===== config.mk =====
export PLATFORM = sky130hd
export DESIGN_NAME = iufc_track
export DESIGN_NICKNAME = d
export VERILOG_FILES = /design/src/design/iufc_pkg.sv /design/src/design/iufc_track.sv
export SDC_FILE = /design/constraint.sdc
export NUM_CORES = 1
export LEC_CHECK = 0
export ABC_AREA = 1
export BUFFER_PORTS_ARGS = -buffer_cell sky130_fd_sc_hd__buf_2
export CORE_ASPECT_RATIO = 0.6
export CORE_MARGIN = 2
export CORE_UTILIZATION = 53
export CTS_CLUSTER_DIAMETER = 200
export DETAILED_ROUTE_END_ITERATION = 8
export PLACE_DENSITY = 0.79
export SETUP_SLACK_MARGIN = 0.1
export SYNTH_ARGS = -nofsm -noshare
export SYNTH_HDL_FRONTEND = slang
export SYNTH_SLANG_ARGS = --single-unit

===== constraint.sdc =====
create_clock -name clk -period 2.7 [get_ports clk]
set_clock_uncertainty 0.1 [all_clocks]
set_input_delay 0.135 -clock clk [delete_from_list [all_inputs] [get_ports clk]]
set_output_delay 0.135 -clock clk [all_outputs]
set_load 0.02 [all_outputs]

===== src/design/iufc_pkg.sv =====
// Shared types, constants and CRC helpers for the IuUP frame CRC checker.
// No dependencies; imported by every module of the block.
package iufc_pkg;

	localparam int unsigned BYTE_W   = 8;
	localparam int unsigned COUNT_W  = 3;
	localparam int unsigned KIND_W   = 4;
	localparam int unsigned STATUS_W = 3;
	localparam int unsigned HCRC_W   = 6;
	localparam int unsigned PCRC_W   = 10;
	localparam int unsigned HDR_LEN  = 4;
	localparam int unsigned OUT_W    = 24;

	localparam logic [HCRC_W-1:0] POLY6_LOW = 6'h2f;   // D^6+D^5+D^3+D^2+D+1, top term dropped
	localparam logic [PCRC_W:0]   POLY10    = 11'h633; // D^10+D^9+D^5+D^4+D+1

	localparam logic [KIND_W-1:0] KIND_DATA = 4'd0;
	localparam logic [KIND_W-1:0] KIND_CTRL = 4'd14;

	localparam logic [COUNT_W-1:0] COUNT_MAX     = 3'd7;
	localparam logic [COUNT_W-1:0] MIN_LEN       = 3'd4;
	localparam logic [COUNT_W-1:0] MIN_LEN_CTRL  = 3'd5;

	localparam logic [STATUS_W-1:0] ST_DATA_OK    = 3'd0;
	localparam logic [STATUS_W-1:0] ST_CTRL_OK    = 3'd1;
	localparam logic [STATUS_W-1:0] ST_IGNORED    = 3'd2;
	localparam logic [STATUS_W-1:0] ST_TOO_SHORT  = 3'd3;
	localparam logic [STATUS_W-1:0] ST_BAD_KIND   = 3'd4;
	localparam logic [STATUS_W-1:0] ST_HDR_CRC    = 3'd5;
	localparam logic [STATUS_W-1:0] ST_PAYLD_CRC  = 3'd6;

	localparam logic CFG_WANT_DATA = 1'b0;
	localparam logic CFG_WANT_CTRL = 1'b1;

	// PDU state as seen after the current byte; header bytes beyond count read zero
	typedef struct packed {
		logic [COUNT_W-1:0] count;
		logic [BYTE_W-1:0]  h0;
		logic [BYTE_W-1:0]  h1;
		logic [BYTE_W-1:0]  h2;
		logic [BYTE_W-1:0]  h3;
		logic [PCRC_W-1:0]  acc;
	} pdu_snap_t;

	typedef struct packed {
		logic [PCRC_W-1:0]   pcrc;
		logic [HCRC_W-1:0]   hcrc;
		logic [KIND_W-1:0]   kind;
		logic [STATUS_W-1:0] status;
	} pdu_result_t;

	// Remainder of a 20-bit value modulo the CRC-10 polynomial (flat XOR network)
	function automatic logic [PCRC_W-1:0] crc10_mod(input logic [2*PCRC_W-1:0] v_in);
		logic [2*PCRC_W-1:0] v;
		v = v_in;
		for (int b = 2*PCRC_W-1; b >= PCRC_W; b--) begin
			if (v[b])
				v = v ^ ((2*PCRC_W)'(POLY10) << (b - PCRC_W));
		end
		return v[PCRC_W-1:0];
	endfunction

	// CRC-6 over two bytes, MSB first, zero start value
	function automatic logic [HCRC_W-1:0] crc6_of(input logic [BYTE_W-1:0] b0,
	                                             input logic [BYTE_W-1:0] b1);
		logic [2*BYTE_W-1:0] msg;
		logic [HCRC_W-1:0]   rem;
		logic                fb;
		msg = {b0, b1};
		rem = '0;
		for (int i = 2*BYTE_W-1; i >= 0; i--) begin
			fb  = rem[HCRC_W-1] ^ msg[i];
			rem = {rem[HCRC_W-2:0], 1'b0} ^ (fb ? POLY6_LOW : '0);
		end
		return rem;
	endfunction

endpackage


===== src/design/iufc_track.sv =====
// Per-PDU byte tracker: byte count, header capture and running CRC-10.
// Depends on iufc_pkg.
module iufc_track (
	input  logic                     clk,
	input  logic                     arst_n,
	input  logic                     step,
	input  logic [iufc_pkg::BYTE_W-1:0] data_byte,
	input  logic                     last_byte,
	output iufc_pkg::pdu_snap_t      snap
);
	import iufc_pkg::*;

	logic [COUNT_W-1:0] count_q;
	logic [PCRC_W-1:0]  acc_q;
	logic [BYTE_W-1:0]  hdr_q [HDR_LEN];

	logic [COUNT_W-1:0] count_n;
	logic [PCRC_W-1:0]  acc_n;
	logic [BYTE_W-1:0]  hdr_n [HDR_LEN];
	logic               in_hdr;

	assign in_hdr = (count_q < COUNT_W'(HDR_LEN));

	always_comb begin
		count_n = (count_q == COUNT_MAX) ? count_q : count_q + 1'b1;
		acc_n   = acc_q;
		if (!in_hdr)
			acc_n = {acc_q[1:0], 8'h00}
			        ^ crc10_mod({2'b00, acc_q[PCRC_W-1:2], 10'h000})
			        ^ {2'b00, data_byte};
		for (int i = 0; i < HDR_LEN; i++) begin
			if (in_hdr && count_q[1:0] == 2'(i))
				hdr_n[i] = data_byte;
			else if (count_q > COUNT_W'(i))
				hdr_n[i] = hdr_q[i];
			else
				hdr_n[i] = '0;   // not yet received in this PDU
		end
	end

	assign snap.count = count_n;
	assign snap.h0    = hdr_n[0];
	assign snap.h1    = hdr_n[1];
	assign snap.h2    = hdr_n[2];
	assign snap.h3    = hdr_n[3];
	assign snap.acc   = acc_n;

	always_ff @(posedge clk or negedge arst_n) begin
		if (!arst_n) begin
			count_q <= '0;
			acc_q   <= '0;
		end else if (step) begin
			count_q <= last_byte ? '0 : count_n;
			acc_q   <= last_byte ? '0 : acc_n;
		end
	end

	always_ff @(posedge clk) begin
		if (step && in_hdr)
			hdr_q[count_q[1:0]] <= data_byte;
	end

endmodule


==> results of run 1 <==
## critical path, stage by stage (launching register included)
cell and delay [ns]:
sky130_fd_sc_hd__dfrtp_1 0.46, sky130_fd_sc_hd__inv_1 0.16, sky130_fd_sc_hd__ha_1 0.24, sky130_fd_sc_hd__nand2_1 0.10, sky130_fd_sc_hd__buf_4 0.21, sky130_fd_sc_hd__nand3_1 0.09, sky130_fd_sc_hd__o21ai_0 0.15, sky130_fd_sc_hd__buf_2 0.22
## area by class of cell
type,instances,share of cell area
clock buffers,5,0.0240
clock inverters,3,0.0144
inverters,36,0.0472
multi-input cells,157,0.313
flip-flops and latches,45,0.449
well taps,60,0.0262
repair buffers,65,0.126
## layer usage
| layer | up-vias | global-route usage | routed length (um) |
|---|---|---|---|
| met4 | 0 | 0.0769 | 64 |
| li1 | 949 | - | - |
| met5 | - | 0 | 0 |
| met1 | 949 | 0.374 | 2730 |
| met2 | 104 | 0.359 | 2460 |
| met3 | 8 | 0.0596 | 548 |
## stage by stage
stage / instance area [um2] / util / setup WS (ns) / hold slack (ns)
floorplan: 2370 / - / 0.812 / -0.261
global placement: 2700 / 0.642 / 0.817 / -0.0586
detailed placement: 2700 / 0.642 / 0.722 / -0.0615
CTS: 2860 / 0.680 / 0.546 / 0.00168
global route: 2860 / 0.680 / 0.418 / 0.00414
finish: 2860 / 0.680 / 0.526 / 0.0139
## registers in the layout (all words and copies together) (netlist names)
signal   count
acc_q       10
count_q      3
hdr_q       32
## cell usage after synthesis
master,n
sky130_fd_sc_hd__nand2_1,44
sky130_fd_sc_hd__inv_1,34
sky130_fd_sc_hd__edfxtp_1,32
sky130_fd_sc_hd__o21ai_0,32
sky130_fd_sc_hd__nand3_1,15
sky130_fd_sc_hd__dfrtp_1,13
sky130_fd_sc_hd__o22ai_1,13
sky130_fd_sc_hd__xnor2_1,11
sky130_fd_sc_hd__nand2_2,10
sky130_fd_sc_hd__nor2_1,9
sky130_fd_sc_hd__buf_6,4
sky130_fd_sc_hd__ha_1,4
sky130_fd_sc_hd__xor2_1,4
sky130_fd_sc_hd__a31oi_1,3
sky130_fd_sc_hd__buf_2,2
sky130_fd_sc_hd__o21ai_2,2
sky130_fd_sc_hd__or2_0,2
sky130_fd_sc_hd__or2_2,2
sky130_fd_sc_hd__a21oi_1,1
sky130_fd_sc_hd__and2_1,1
sky130_fd_sc_hd__clkinv_1,1
sky130_fd_sc_hd__inv_2,1
sky130_fd_sc_hd__nand3_2,1
sky130_fd_sc_hd__nor2_8,1
sky130_fd_sc_hd__o22ai_2,1
sky130_fd_sc_hd__o31ai_4,1
## where the power goes
group | switching [mW] | internal (mW) | total, mW
combinational | 0.313 | 0.141 | 0.454
clock | 0.229 | 0.272 | 0.502
sequential | 0.0195 | 0.782 | 0.801
total | 0.562 | 1.19 | 1.76
## logic make-up after synthesis
| group | Yosys count | share of synthesized area |
|---|---|---|
| xor gates and xnor gates | 15 | 0.0554 |
| adders and majority gates | 4 | 0.0211 |
| buffers and inverters | 42 | 0.0802 |
| DFF | 45 | 0.542 |
| and+or+nand+nor | 85 | 0.168 |
| AOI/OAI and AO/OA | 53 | 0.133 |
## worst paths after layout
kind / startpoint / to / slack, ns
max reg2reg: count_q[0] / hdr_q[0][1] / 0.69
min in group asynchronous: arst_n / acc_q[0] / 0.14
max: count_q[0] / snap[22] / 0.53
min reg2reg: acc_q[0] / acc_q[0] / 0.46
max in group asynchronous: arst_n / acc_q[1] / 2.12
min: data_byte[7] / hdr_q[3][7] / 0.01
## repair_timing
item                      CTS  global route
hold buffers                5             0
hold endpoints to repair   29             0
buffers inserted            0             0
==> results.yml, run 1 <==
placement:
  dp_cells: 358
  io_buffers: 56
  hpwlAfterDp_um: 4380
  routabilityCongestion: 0.832
clocking:
  path_clk_slew_ns: 0.09
  cts_made_buffers: 5
  ctsLongestPathBuffers: 2
  worstSkewPairLatency_ns: 0.30
  postCtsResizedCells: 0
  cts_num_sinks: 45
  cts_tree: "built"
  number_of_h_tree_levels: 2
  cts-root-buf: "sky130_fd_sc_hd__clkbuf_8"
run:
  cap_violations: 0
floorplan:
  start_util: 0.563
  io-pin-count: 57
  core_mm2: 0.00421
  design.die.area_mm2: 0.00504
  die_x_um: 90.4
  die_height_um: 55.8
  core.rowCount: 18
global_routing:
  grt_pass1_vias: 1906
  grt_usage: 0.249
  grt_antenna_before_repair: 0
  pin_count_of_the_biggest_net_entering_global_routing: 29
  grt_first_pass_wirelength_um: 9660
  overflow: 0
drt:
  detailedRoute.firstPassIterationCount: 5
  wire_per_inst_um: 15.6
  drt.antenna.violating_nets: 0
  routed_wirelength_um: 5810
  route.detailed.drc: 0
  drt_first_iter_violations: 127
  vias_per_cell: 5.42
  dr_total_vias: 2010
cells_and_area:
  ff_latch_area_mm2: 0.00129
  layout-area-overhead-vs-synth_pct: 20.7
  layout_net_count: 326
  most_common_library_cell_in_the_layout_ignoring_fill_and_taps: "sky130_fd_sc_hd__buf_2"
  drive_above_1_share: 0.277
  layoutNonFillerInstCount: 371
  layout_common_cells: "sky130_fd_sc_hd__buf_2, sky130_fd_sc_hd__nand2_1, sky130_fd_sc_hd__inv_1, sky130_fd_sc_hd__o21ai_0, sky130_fd_sc_hd__edfxtp_1"
  filler_cell_count: 360
  antenna-diode-count: 0
  multiInputGateArea_um2: 896
synthesis:
  synth_top_cell_by_area: "sky130_fd_sc_hd__edfxtp_1"
  yosysWarningCount: 0
  synth_area_per_cell_um2: 9.72
  synth.ff_latch_count: 45
  syn_nets: 260
  synthCells: 244
  yosys.area.top_type_share: 0.405
  ys_seq_area_frac: 0.542
  yosys-top-cells-area: "sky130_fd_sc_hd__edfxtp_1, sky130_fd_sc_hd__dfrtp_1, sky130_fd_sc_hd__nand2_1"
  count_of_unique_library_cells_instantiated_by_yosys: 26
  synth.cell_area_mm2: 0.00237
power:
  power_leakage_nw: 1.34
  total_power_mw: 1.76
  power_density_cells_mw_per_mm2: 614
  ir_worst_vdd_uv: 306
sta:
  rsz0062_at_grt: "false"
  tightestPinTransition_ns: 0.697
  maxSlewHeadroom: 0.533
  setup-tns-final_ns: 0
  report.final.slew_viol_count: 0
  max_freq_ghz: 0.460
  setup_viol: 0
  report.final.hold_viol_count: 0
  min_period_over_period: 0.805
  min_period_ns: 2.17
worst_setup_path:
  critical_path_peak_fanout: 16
  worst_setup_path_end_kind: "primary output"
  rr_worst_depth: 6
  startpoint_type: "flop"
  setup.worst_path.class: "flop to primary output"
  timing.critical_path.required_ns: 2.47
  worstPathArrival_ns: 1.94
min_path:
  min_path_cells: 1
  min-delay-path-class: "input port to flop"
run_status:
  outcome: "completed"
(Power assumes the default switching activity.)
==> run 2, diff against run 1 <==
- clock period: 2.7 -> 2.1 ns (I/O delays scaled with it)
==> run 2 against run 1 <==
  * Critical endpoint is now snap[29]
  * Clock power rose by 1%
  * Design area rose by 6.2%
  * Highest routed layer unchanged
  * Core utilization rose by 4.2 points
  * Flip-flop and latch count did not move
==> results.yml, run 2 (synthesis gave the netlist of run 1 again) <==
clocking:
  cts_num_sinks: 45
  cts-root-buf: "sky130_fd_sc_hd__clkbuf_8"
  cts_tree: "built"
  cts_made_buffers: 5
  ctsLongestPathBuffers: 2
  worstSkewPairLatency_ns: 0.29
  path_clk_slew_ns: 0.08
  number_of_h_tree_levels: 2
global_routing:
  grt_use_met1: 0.350
  most_used_routing_layer: "met1"
  pin_count_of_the_biggest_net_entering_global_routing: 29
  grt_antenna_before_repair: 0
  grt_first_pass_wirelength_um: 8980
  grt_usage: 0.230
  overflow: 0
  grt_use_met3: 0.0556
  groute.layer.met2.usage: 0.331
  grt_pass1_vias: 1834
sta:
  report.final.hold_viol_count: 0
  tightestPinTransition_ns: 0.517
  rsz0062_at_grt: "true"
  setup_viol: 0
  min_period_ns: 1.89
  max_freq_ghz: 0.529
  setup_slack_ns: 0.210
  min_period_over_period: 0.900
  setup-tns-final_ns: 0
  hold_slack_ns: 0.0348
  report.final.slew_viol_count: 0
  maxSlewHeadroom: 0.655
run_status:
  outcome: "completed"
power:
  ir_worst_vdd_uv: 462
  power.share.sequential: 0.471
  power.switching_uw: 727
  internal_power_mw: 1.46
  clk_pwr_share: 0.233
  power_density_cells_mw_per_mm2: 718
  p_sw_frac: 0.333
  power.share.combinational: 0.297
  power_leakage_nw: 1.42
min_path:
  holdCritStartpoint: "last_byte"
  min-delay-path-class: "input port to flop"
  min_path_cells: 4
worst_setup_path:
  startpoint_type: "flop"
  worst_setup_path_end_kind: "primary output"
  worstPathArrival_ns: 1.69
  critical-path-max-stage-delay_ns: 0.40
  crit_chain: "buf_4 -> buf_4 -> o31ai_4 -> buf_4 -> o22ai_1 -> buf_4"
  regToRegEndpoint: "hdr_q[1][2]"
  slowest_stage: "sky130_fd_sc_hd__dfrtp_1"
  timing.critical_path.mode_cell: "sky130_fd_sc_hd__buf_4"
  worst-r2r-setup-slack_ns: 0.28
  rr_worst_depth: 6
  critical_path_peak_fanout: 8
  timing.critical_path.required_ns: 1.89
  setup.worst_path.class: "flop to primary output"
  timing.critical_path.to: "snap[29]"
  timing.critical_path.from: "count_q[1]"
  worstReg2RegStart: "count_q[1]"
drt:
  route.detailed.drc: 0
  vias_per_cell: 5.22
  routed_wirelength_um: 5750
  dr_total_vias: 2025
  detailedRoute.firstPassIterationCount: 6
  wire_per_inst_um: 14.8
  drt.antenna.violating_nets: 0
  drt_first_iter_violations: 162
run:
  cap_violations: 0
cells_and_area:
  largest_register_ff_count: 32
  layoutNonFillerInstCount: 388
  utilization: 0.722
  most_common_library_cell_in_the_layout_ignoring_fill_and_taps: "sky130_fd_sc_hd__buf_2"
  drive_above_1_share: 0.341
  layout_common_cells: "sky130_fd_sc_hd__buf_2, sky130_fd_sc_hd__nand2_1, sky130_fd_sc_hd__edfxtp_1, sky130_fd_sc_hd__inv_1, sky130_fd_sc_hd__o21ai_0"
  layout_net_count: 343
  layout-area-overhead-vs-synth_pct: 28.2
  antenna-diode-count: 0
placement:
  post-place-ws_ns: 0.228
  routabilityCongestion: 0.883
  dp_cells: 361
  io_buffers: 56
  hpwlAfterDp_um: 4030
floorplan:
  start_util: 0.563
  die_x_um: 90.4
  core.rowCount: 18
  die_height_um: 55.8
  design.die.area_mm2: 0.00504
  io-pin-count: 57
  core_mm2: 0.00421
## run 2: critical path: cells and delay by family (launching register included)
| family | cells | cell delay, ns |
|---|---|---|
| buf+inv | 4 | 0.67 |
| flops | 1 | 0.40 |
| compound gates | 2 | 0.32 |
## run 2: repair_timing
action / 4_1_cts / 5_1_grt
pin swaps: 0 / 3
endpoints found under the hold margin: 41 / 1
endpoints found under the setup margin: 16 / 35
hold buffers: 8 / 1
buffers inserted: 2 / 8
resized for setup: 2 / 21
## run 2: metal layers
| metal | up-vias | wire (um) | share of wire |
|---|---|---|---|
| met4 | 0 | 59 | 0.010 |
| li1 | 981 | - | - |
| met3 | 7 | 576 | 0.10 |
| met5 | - | 0 | 0 |
| met2 | 100 | 2380 | 0.41 |
| met1 | 937 | 2740 | 0.48 |
## run 2: how the worst min path moves through the flow
stage             endpoint  slack, ns
5_1_grt           acc_q[9]       0.04
2_1_floorplan     acc_q[0]      -0.29
3_3_place_gp    count_q[2]      -0.09
3_5_place_dp    count_q[2]      -0.09
4_1_cts        hdr_q[2][5]      0.008
6_report          acc_q[9]       0.03
## run 2: final cells by class
cell class,instances,area [um2]
inverters,36,139
fillers,339,1170
multi-input cells,157,950
clock inverters,3,12.5
flip-flops and latches,45,1290
clock buffers,5,68.8
repair buffers,82,508
well taps,60,75.1
## run 2: power by group through the flow
stage          combinational, mW  clock [mW]  sequential [mW]
2_1_floorplan              0.376           0             1.04
3_3_place_gp               0.568           0             1.05
3_5_place_dp               0.572           0             1.05
4_1_cts                    0.603       0.513             1.02
5_1_grt                    0.702       0.546             1.03
6_report                   0.648       0.508             1.03
## run 2: per-stage QoR
stage                     cell area (um2)  power [mW]
after floorplan                      2370        1.42
after global placement               2730        1.61
after detailed placement             2730        1.62
after CTS                            2910        2.14
after global routing                 3040        2.28
final                                3040        2.18
